## src/hdl/i2cbe_pkg.sv

```systemverilog
// Package for the I2C master bit engine: command codes, field widths and item types.
// No dependencies; imported by every module of the engine.
`timescale 1ns / 1ps

package i2cbe_pkg;

  localparam int unsigned OpW    = 3;
  localparam int unsigned ByteW  = 8;
  localparam int unsigned PhaseW = 5;
  localparam int unsigned InDataW  = 16;
  localparam int unsigned OutDataW = 16;

  localparam logic [OpW-1:0] OP_NONE  = 3'd0;
  localparam logic [OpW-1:0] OP_START = 3'd1;
  localparam logic [OpW-1:0] OP_STOP  = 3'd2;
  localparam logic [OpW-1:0] OP_WRITE = 3'd3;
  localparam logic [OpW-1:0] OP_READ  = 3'd4;

  localparam logic [PhaseW-1:0] PH_ACK  = 5'd16;
  localparam logic [PhaseW-1:0] PH_LAST = 5'd17;

  localparam logic [ByteW-1:0] MSB_MASK = 8'h80;
  localparam logic [ByteW-1:0] LSB_MASK = 8'h01;

  typedef struct packed {
    logic             sda_in;
    logic             send_nak;
    logic [ByteW-1:0] tx_byte;
    logic [OpW-1:0]   operation;
  } in_item_t;

  typedef struct packed {
    logic             ack_bit;
    logic [ByteW-1:0] rx_byte;
    logic             done_res;
    logic             busy_res;
    logic             sda_out;
    logic             scl;
  } out_item_t;

endpackage

```

## src/hdl/i2cbe_in_stage.sv

```systemverilog
// Input register stage of the I2C master bit engine.
// Holds one tick request until the step stage takes it; uses i2cbe_pkg.
`timescale 1ns / 1ps

module i2cbe_in_stage import i2cbe_pkg::*; (
  input  logic     clk_i,
  input  logic     rst_ni,
  input  logic     s_valid_i,
  output logic     s_ready_o,
  input  in_item_t s_item_i,
  output logic     m_valid_o,
  input  logic     m_ready_i,
  output in_item_t m_item_o
);

  logic     valid_q, valid_d;
  in_item_t item_q;
  logic     load;

  assign s_ready_o = !valid_q || m_ready_i;
  assign load      = s_valid_i && s_ready_o;

  always_comb begin
    valid_d = valid_q;
    if (load) begin
      valid_d = 1'b1;
    end else if (m_ready_i) begin
      valid_d = 1'b0;
    end
  end

  always_ff @(posedge clk_i or negedge rst_ni) begin
    if (!rst_ni) begin
      valid_q <= 1'b0;
    end else begin
      valid_q <= valid_d;
    end
  end

  always_ff @(posedge clk_i) begin
    if (load) begin
      item_q <= s_item_i;
    end
  end

  assign m_valid_o = valid_q;
  assign m_item_o  = item_q;

endmodule

```

## src/hdl/i2cbe_step.sv

```systemverilog
// Bus sequencer of the I2C master bit engine: state and per-tick line levels.
// Result goes to a registered output with backpressure; uses i2cbe_pkg.
`timescale 1ns / 1ps

module i2cbe_step import i2cbe_pkg::*; (
  input  logic      clk_i,
  input  logic      rst_ni,
  input  logic      in_valid_i,
  output logic      in_ready_o,
  input  in_item_t  in_item_i,
  output logic      out_valid_o,
  input  logic      out_ready_i,
  output out_item_t out_item_o
);

  logic [PhaseW-1:0] phase_q, phase_d;
  logic [OpW-1:0]    cmd_q, cmd_d;
  logic [ByteW-1:0]  shift_q, shift_d;
  logic [ByteW-1:0]  rx_q, rx_d;
  logic              nak_q, nak_d;
  logic              ack_q, ack_d;
  logic              scl_q, scl_d;
  logic              sda_q, sda_d;
  logic              out_valid_q;
  out_item_t         out_item_q, out_item_d;

  logic              adv, start, last, busy, scl, sda;
  logic [OpW-1:0]    cmd;
  logic [ByteW-1:0]  sh;
  logic [PhaseW-1:0] p;
  logic              nak;

  assign in_ready_o = !out_valid_q || out_ready_i;
  assign adv        = in_valid_i && in_ready_o;

  always_comb begin
    start = (cmd_q == OP_NONE) &&
            (in_item_i.operation == OP_START || in_item_i.operation == OP_STOP ||
             in_item_i.operation == OP_WRITE || in_item_i.operation == OP_READ);
    cmd = start ? in_item_i.operation : cmd_q;
    p   = start ? '0 : phase_q;
    sh  = shift_q;
    nak = nak_q;
    if (start && in_item_i.operation == OP_WRITE) begin
      sh = in_item_i.tx_byte;
    end else if (start && in_item_i.operation == OP_READ) begin
      sh  = '0;
      nak = in_item_i.send_nak;
    end

    scl     = scl_q;
    sda     = sda_q;
    busy    = 1'b1;
    last    = 1'b0;
    shift_d = sh;
    rx_d    = rx_q;
    ack_d   = ack_q;

    case (cmd)
      OP_START: begin
        scl  = 1'b1;
        sda  = (p == '0);
        last = (p != '0);
      end
      OP_STOP: begin
        scl  = 1'b1;
        sda  = (p != '0);
        last = (p != '0);
      end
      OP_WRITE: begin
        if (!p[PhaseW-1]) begin
          sda = |(sh & MSB_MASK);
          scl = !p[0];
          if (p[0]) begin
            shift_d = {sh[ByteW-2:0], 1'b0};
          end
        end else if (p == PH_ACK) begin
          scl   = 1'b1;
          sda   = 1'b1;
          ack_d = in_item_i.sda_in;
        end else begin
          scl  = 1'b0;
          sda  = 1'b1;
          last = 1'b1;
        end
      end
      OP_READ: begin
        if (!p[PhaseW-1]) begin
          sda = 1'b1;
          scl = !p[0];
          if (!p[0]) begin
            shift_d = {sh[ByteW-2:0], in_item_i.sda_in & LSB_MASK[0]};
          end
        end else if (p == PH_ACK) begin
          scl = 1'b1;
          sda = nak;
        end else begin
          scl  = 1'b0;
          sda  = nak;
          rx_d = sh;
          last = 1'b1;
        end
      end
      default: begin
        busy = 1'b0;
      end
    endcase

    nak_d   = nak;
    scl_d   = scl;
    sda_d   = sda;
    cmd_d   = cmd;
    phase_d = p + 1'b1;
    if (!busy) begin
      phase_d = phase_q;
    end else if (last) begin
      cmd_d   = OP_NONE;
      phase_d = '0;
      if (cmd == OP_START) begin
        scl_d = 1'b0;
        sda_d = 1'b0;
      end
    end

    out_item_d.scl      = scl;
    out_item_d.sda_out  = sda;
    out_item_d.busy_res = busy;
    out_item_d.done_res = last;
    out_item_d.rx_byte  = rx_d;
    out_item_d.ack_bit  = ack_d;
  end

  always_ff @(posedge clk_i or negedge rst_ni) begin
    if (!rst_ni) begin
      phase_q     <= '0;
      cmd_q       <= OP_NONE;
      shift_q     <= '0;
      rx_q        <= '0;
      nak_q       <= 1'b0;
      ack_q       <= 1'b0;
      scl_q       <= 1'b1;
      sda_q       <= 1'b1;
      out_valid_q <= 1'b0;
    end else begin
      if (adv) begin
        phase_q <= phase_d;
        cmd_q   <= cmd_d;
        shift_q <= shift_d;
        rx_q    <= rx_d;
        nak_q   <= nak_d;
        ack_q   <= ack_d;
        scl_q   <= scl_d;
        sda_q   <= sda_d;
      end
      if (in_ready_o) begin
        out_valid_q <= in_valid_i;
      end
    end
  end

  always_ff @(posedge clk_i) begin
    if (adv) begin
      out_item_q <= out_item_d;
    end
  end

  assign out_valid_o = out_valid_q;
  assign out_item_o  = out_item_q;

endmodule

```

## src/hdl/i2c_master_bit_engine_top.sv

```systemverilog
// I2C master bit engine: one timing tick in, one line-level result out.
// Instantiates i2cbe_in_stage and i2cbe_step; uses i2cbe_pkg.
//
// Usage:
//   Slave stream (s_axis_*): one request per bus timing tick, carrying the
//   sampled SDA level and, when the engine is idle, a command (start, stop,
//   write byte, read byte). Master stream (m_axis_*): one result per tick with
//   the SCL level and SDA drive for that tick, busy/done flags, the last read
//   byte and the last sampled acknowledge.
//   Path: a request is held in the input register, and its result is then
//   captured in the result register before it is presented on m_axis_*.
//   Throughput: one tick per cycle while m_axis_tready is high; the sequencer
//   step is a single pass of logic between the input and result registers.
//   Commands take two ticks (start, stop) or eighteen ticks (write, read);
//   operation is ignored while a command is running.
//   Reset: engine idle, SCL and SDA released, read byte and acknowledge zero,
//   both pipeline registers empty.
//   Stall: when m_axis_tready is low the result register holds, the input
//   register fills, and s_axis_tready falls; no request is lost or repeated.
`timescale 1ns / 1ps

module i2c_master_bit_engine_top import i2cbe_pkg::*; (
  input  logic                clk_i,
  input  logic                rst_ni,
  input  logic                s_axis_tvalid,
  output logic                s_axis_tready,
  // [2:0] operation, [10:3] tx_byte, [11] send_nak, [12] sda_in, [15:13] zero
  input  logic [InDataW-1:0]  s_axis_tdata,
  output logic                m_axis_tvalid,
  input  logic                m_axis_tready,
  // [0] scl, [1] sda_out, [2] busy_res, [3] done_res, [11:4] rx_byte,
  // [12] ack_bit, [15:13] zero
  output logic [OutDataW-1:0] m_axis_tdata
);

  in_item_t  s_item, mid_item;
  out_item_t out_item;
  logic      mid_valid, mid_ready;

  assign s_item.operation = s_axis_tdata[2:0];
  assign s_item.tx_byte   = s_axis_tdata[10:3];
  assign s_item.send_nak  = s_axis_tdata[11];
  assign s_item.sda_in    = s_axis_tdata[12];

  i2cbe_in_stage u_in_stage (
    .clk_i     (clk_i),
    .rst_ni    (rst_ni),
    .s_valid_i (s_axis_tvalid),
    .s_ready_o (s_axis_tready),
    .s_item_i  (s_item),
    .m_valid_o (mid_valid),
    .m_ready_i (mid_ready),
    .m_item_o  (mid_item)
  );

  i2cbe_step u_step (
    .clk_i       (clk_i),
    .rst_ni      (rst_ni),
    .in_valid_i  (mid_valid),
    .in_ready_o  (mid_ready),
    .in_item_i   (mid_item),
    .out_valid_o (m_axis_tvalid),
    .out_ready_i (m_axis_tready),
    .out_item_o  (out_item)
  );

  assign m_axis_tdata = {3'b000, out_item.ack_bit, out_item.rx_byte, out_item.done_res,
                         out_item.busy_res, out_item.sda_out, out_item.scl};

endmodule
```

## config.mk

```make
export PLATFORM = sky130hd
export DESIGN_NAME = i2c_master_bit_engine_top
export DESIGN_NICKNAME = d
export VERILOG_FILES = /design/src/hdl/i2cbe_pkg.sv /design/src/hdl/i2cbe_in_stage.sv /design/src/hdl/i2cbe_step.sv /design/src/hdl/i2c_master_bit_engine_top.sv
export SDC_FILE = /design/constraint.sdc
export NUM_CORES = 1
export LEC_CHECK = 0
export ABC_CLOCK_PERIOD_IN_PS = 3870
export BUFFER_PORTS_ARGS = -buffer_cell sky130_fd_sc_hd__buf_2
export CAP_MARGIN = 20
export CORE_ASPECT_RATIO = 1.4
export CORE_MARGIN = 2
export CORE_UTILIZATION = 40
export CTS_CLUSTER_DIAMETER = 50
export DETAILED_ROUTE_END_ITERATION = 10
export GPL_TIMING_DRIVEN = 0
export SETUP_SLACK_MARGIN = 0.2
export SYNTH_ARGS = -nofsm -noshare
export SYNTH_HDL_FRONTEND = slang
export SYNTH_HIERARCHICAL = 1
export SYNTH_SLANG_ARGS = --single-unit
```

## constraint.sdc

```tcl
create_clock -name clk_i -period 3.87 [get_ports clk_i]
set_clock_uncertainty 0.1 [all_clocks]
set_input_delay 0.5805 -clock clk_i [delete_from_list [all_inputs] [get_ports clk_i]]
set_output_delay 0.5805 -clock clk_i [all_outputs]
set_load 0.005 [all_outputs]
```

**Word level (Yosys, flattened, before mapping)**

Index checks and enable logic that the tools add are counted.

- $add $sub $neg: 1
- Eq/ne operators: 9
- Multiplexer cells: 38
- Reductions and logical operators: 21

Operators by type and width:

| kind | number |
|---|---|
| 8-bit 2-to-1 mux | 9 |
| 1-bit 2-to-1 mux | 20 |
| 8-bit one-hot mux with 2 select lines | 1 |
| 3-bit by 2-bit equality test with 1-bit output (second input constant) | 4 |
| 5-bit 2-to-1 mux | 2 |
| 3-bit 2-to-1 mux | 3 |
| 3-bit by 1-bit equality test with 1-bit output (second input constant) | 2 |
| 3-bit equality test (second input constant) | 2 |
| 5-bit by 1-bit adder with 5-bit output (second input constant) | 1 |
| 5-bit equality test (second input constant) | 1 |
| 1-bit logical AND | 5 |
| 5-bit logical NOT | 1 |
| 1-bit logical OR | 5 |
| 5-bit nonzero test | 1 |
| 1-bit one-hot mux with 2 select lines | 2 |
| 1-bit one-hot mux with 4 select lines | 1 |
| 2-bit OR reduction | 2 |
| 4-bit OR reduction | 1 |
| 1-bit logical NOT | 3 |
| 3-bit logical NOT | 1 |
| 2-bit AND reduction | 1 |
| 2-bit nonzero test | 1 |

- Register bits after elaboration: 56
- Bits of input ports: 20
- Output and inout bits: 18
- Logic and storage cells: 89

**Depth between registers and ports, before layout**

- Word-level depth: 13
- Mapped depth: 10
- Gate-level depth less buffers: 9

**Cells and area by module**

Netlist, hierarchy kept.

Modules (own cells, without submodules):

| module | instances | cells each | area an instance (um^2) | sequential area each (um^2) |
|---|---|---|---|---|
| i2cbe_step | 1 | 280 | 2671.3 | 1118.6 |
| i2cbe_in_stage | 1 | 17 | 444.2 | 415.4 |
| i2c_master_bit_engine_top | 1 | 4 | 26.3 | 0.0 |

**Worst setup path after synthesis**

OpenSTA, ideal clock, no wires.

- Kind: register to register
- Start point: register u_step.cmd_q[2]
- End point: register u_step.phase_q[2]
- Setup time: 0.135 ns
- Arrival: 2.699 ns
- Required time: 3.635 ns
- Setup slack: 0.936 ns
- Cell stages (with the launch flop): 11
- Buffers on the path: 2
- Clock period less this slack: 2.934 ns
- Cells stage by stage: dfrtp_1 -> buf_2 -> or3_1 -> buf_2 -> o31ai_1 -> inv_1 -> ha_1 -> or4_1 -> a32o_1 -> a22oi_1 -> o21ai_0

- Word-level cells in the longest chain between the ends: 8
- Elaborated cells between the ends (all ways): 20
- Those cells by class: 1 x add/sub; 5 x eq/ne; 7 x mux; 7 x reduce/logical

RTL lines:

| what | line | source |
|---|---|---|
| from (decl) | i2cbe_step.sv:17 | `logic [OpW-1:0] cmd_q, cmd_d;` |
| from (signal assigned) | i2cbe_step.sv:147 | `cmd_q <= cmd_d;` |
| 3-bit logical NOT | i2cbe_step.sv:37 | `start = (cmd_q == OP_NONE) &&` |
| 1-bit logical AND | i2cbe_step.sv:37 |  |
| 5-bit 2-to-1 mux | i2cbe_step.sv:41 | `p = start ? '0 : phase_q;` |
| 5-bit equality test | i2cbe_step.sv:77, i2cbe_step.sv:94 |  |
| 1-bit 2-to-1 mux | i2cbe_step.sv:77, i2cbe_step.sv:94 |  |
| 1-bit 2-to-1 mux | i2cbe_step.sv:88 | `if (!p[PhaseW-1]) begin` |
| 1-bit one-hot mux with 2 select lines | i2cbe_step.sv:59 | `case (cmd)` |
| 5-bit 2-to-1 mux | i2cbe_step.sv:116 | `end else if (last) begin` |
| to (signal assigned) | i2cbe_step.sv:146 | `phase_q <= phase_d;` |
| to (decl) | i2cbe_step.sv:16 | `logic [PhaseW-1:0] phase_q, phase_d;` |

Parallel ways exist; a longest one is shown, timed or not.
A chain may end at the register's enable or synchronous reset.

**Final worst setup path**

- Start point: register u_step.cmd_q[1]
- End point: register u_step.out_item_q (netlist bit u_step/out_item_o[4]) (data pin)

- Word-level cells in the longest chain between the ends: 8
- Elaborated cells between the ends (all ways): 13
- Those cells by class: 2 x eq/ne; 7 x mux; 4 x reduce/logical

RTL lines:

| what | line | source |
|---|---|---|
| parallel branches: the longest is 7 deep, another holds 8-bit 2-to-1 mux | - |  |
| 8-bit 2-to-1 mux (*) | i2cbe_step.sv:59 |  |
| via u_step.rx_d[0] | i2cbe_step.sv:19 | `logic [ByteW-1:0] rx_q, rx_d;` |
| to (signal assigned) | i2cbe_step.sv:163 | `out_item_q <= out_item_d;` |
| to (decl) | i2cbe_step.sv:25 | `out_item_t out_item_q, out_item_d;` |

Mark *: on every way through the listed nets, which the timed path passes.

==> flow_metrics.tcl <==
set metrics [dict create \
    status "finished clean" \
    cp.buffers_inverters 2 \
    post-route-period-util 0.868 \
    start_util 0.408 \
    clockBufferDepth 2 \
    synth_area_um2 3140 \
    p_total_mw 2.46 \
    synth.avg_cell_area_um2 10.4 \
    cp_slowest_cell "nor3_2" \
    vdd_drop_max_uv 320 \
    synth.area.top_cells "edfxtp_1 25%, dfrtp_1 22%, mux2_2 6.5%, nor2_1 2.6%, a21oi_1 2.5%" \
    synth-edff-count 26 \
    die_w_um 78.9 \
    syn_to_final_growth_pct 13.7 \
    async_flop_share 0.536 \
    setup_violations 0 \
    cts_tree "yes" \
    r2r-end "u_step/out_item_o[4]$_DFFE_PP_" \
    hpwl_mm 6.11 \
    arrival_ns 3.33 \
    die_h_um 109 \
    place.gp.congestion 0.957 \
    hp-class "input pin to async pin" \
    place_area_um2 3440 \
    yosysTopAreaCellShare 0.249 \
    ios 38 \
    critPathKind "flip-flop to flip-flop" \
    via_per_inst 5.92 \
    antenna_cells 0 \
    port_buffers 31 \
    clkTransAtPathRegs_ns 0.10 \
    yosysMostFrequentCell "dfrtp_1" \
    crit_path_max_incr_delay_ns 0.59 \
    tightest_slew_ns 0.923 \
    p_per_area_nw_per_um2 688 \
    wl_per_cell_um 18.8 \
    grt_max_degree 31 \
    fmax_mhz 298 \
    cp_cell_sequence "clkbuf_1 -> nor3_2 -> nand3_1 -> nand2_1 -> ha_1 -> clkbuf_1 -> nand2_1 -> nand3_1 -> mux2_2" \
    yosys-top-cells-count "28 x dfrtp_1, 26 x edfxtp_1, 22 x nor2_1, 18 x mux2_2, 17 x nand2_1" \
    crit_family "simple AND/OR/NAND/NOR gates" \
    period_needed_ns 3.36 \
    htree_levels 2 \
    cts-root-buf "clkbuf_8" \
    synth_area_leader_cell "edfxtp_1" \
    postRouteAntennaNets 0 \
    stdcell_area_um2 3570 \
    die_area_um2 8590 \
    track_usage 0.206 \
    synth_flop_cell "dfrtp_1" \
    maxSlewHeadroom 0.377 \
    vias 2622 \
    final.setup.tns_ns 0 \
    setup_slack_ns 0.510 \
    clkLatencyLatePin_ns 0.31 \
    p_leak_nw 1.47 \
    hold_viol_final 0 \
    critPathCaptureType "flip-flop" \
    cts_buffers 5 \
    yosysWarnings 6 \
    antenna_found_initial 0 \
    crit_path_start_kind "flip-flop" \
    drv_cap 0 \
    rows 38 \
    layout.nets 364 \
    ff2ff_path_depth 9 \
    seq_area_frac_synth 0.488 \
    r2r-start "u_step/cmd_q[1]$_DFFE_PN0P_" \
    syn_inst 301 \
    wirelength_mm 8.31 \
    drc 0 \
    preCtsSetupSlack_ns 0.426 \
    holdWs_ns 0.207 \
    synth-seq-cells 56 \
    dr.pass1.iters 5 \
    drive_gt1_frac 0.257 \
    cp_max_fo 10 \
    cts.sinks 56 \
    grt_pass1_wl_mm 13.3 \
    rsz0062_at_grt "false" \
    timing.final.max_slew_violations 0 \
    drt_iter0_markers 169 \
    grt_pass1_vias 2580 \
    cp.required_ns 3.84 \
    r2r_setup_slack_ns 0.51 \
    ys_types 70 \
    coreArea_um2 7700 \
    overflow 0 \
]
cell families after synthesis:
logic type               after synthesis  synth area share
AND/OR/NAND/NOR                       97             0.172
multiplexers                          22            0.0777
adder cells (fa/ha/maj)                2           0.00796
buffers and inverters                 30            0.0434
flip-flops                            56             0.488
AO/OA/AOI/OAI                         91             0.204
XOR/XNOR                               2           0.00558
other                                  1           0.00119
cells in the final DEF (no fill, tap or decap), types with 7 or more instances in the layout:
master    synthesis  layout
inv_1             8       8
nor2_1           22      22
nand3_1          10      10
dfrtp_1          28      28
o31ai_1           9       8
nand2_1          17      17
clkbuf_1          7       7
edfxtp_1         26      26
nor3_1           11      11
a21oi_1          16      16
mux2_2           18      18
o21ai_0          14      14
buf_2            10      41
sequential cells by signal, indices dropped and copies added (netlist names):
name / cells
u_step/sda_q: 1
u_in_stage/m_item_o: 13
u_step/rx_q: 8
u_step/scl_q: 1
u_step/out_valid_o: 1
u_step/cmd_q: 3
u_step/nak_q: 1
u_step/phase_q: 5
u_step/ack_q: 1
u_step/out_item_o: 13
u_step/shift_q: 8
u_in_stage/m_valid_o: 1
worst max path at each step:
stage,from,endpoint,slack [ns],cells past startpoint
6_report,u_step/cmd_q[1]$_DFFE_PN0P_,u_step/out_item_o[4]$_DFFE_PP_,0.51,9
5_1_grt,u_step/cmd_q[1]$_DFFE_PN0P_,u_step/out_item_o[4]$_DFFE_PP_,0.29,9
4_1_cts,u_step/cmd_q[2]$_DFFE_PN0P_,u_step/out_item_o[4]$_DFFE_PP_,0.40,9
3_5_place_dp,u_step/cmd_q[2]$_DFFE_PN0P_,u_step/out_item_o[4]$_DFFE_PP_,0.43,9
3_3_place_gp,u_step/cmd_q[2]$_DFFE_PN0P_,u_step/out_item_o[5]$_DFFE_PP_,0.44,9
2_1_floorplan,u_step/cmd_q[2]$_DFFE_PN0P_,u_step/phase_q[2]$_DFFE_PN0P_,0.94,10
metrics by stage:
stage | utilization | instances
final | 0.464 | 443
after global routing | 0.464 | 443
after CTS | 0.463 | 443
after detailed placement | 0.447 | 435
after global placement | 0.445 | 434
after floorplan | - | 303
power breakdown:
group / switching (mW) / total (mW) / internal (mW)
clock: 0.190 / 0.402 / 0.212
sequential: 0.0607 / 0.830 / 0.770
combinational: 0.814 / 1.23 / 0.412
total: 1.06 / 2.46 / 1.39
final cells by class:
class	count	area (um2)
Buffer	21	103
Clock buffer	6	82.6
Clock inverter	2	38.8
Fill cell	790	4130
Inverter	9	33.8
Multi-Input combinational cell	217	1480
Sequential cell	56	1530
Tap cell	100	125
Timing Repair Buffer	32	170
worst reg2reg max path: stages, from the launching register on:
cell,delay [ns]
dfrtp_1,0.41
clkbuf_1,0.22
nor3_2,0.59
nand3_1,0.29
nand2_1,0.16
ha_1,0.15
clkbuf_1,0.30
nand2_1,0.14
nand3_1,0.36
mux2_2,0.39
timing repair:
| item | CTS | global route |
|---|---|---|
| endpoints found under the setup margin | 0 | 8 |
| buffers inserted | 0 | 0 |
| hold buffers | 0 | 0 |
| gates resized for setup | 0 | 1 |
per-layer routing:
layer | vias up | GRT usage | wire [um]
li1 | 1245 | - | -
met1 | 1267 | 0.257 | 3430
met2 | 85 | 0.353 | 4210
met3 | 25 | 0.0290 | 366
met4 | 0 | 0.0948 | 300
met5 | - | 0 | 0
No activity file was read; power rests on OpenSTA's default activity.
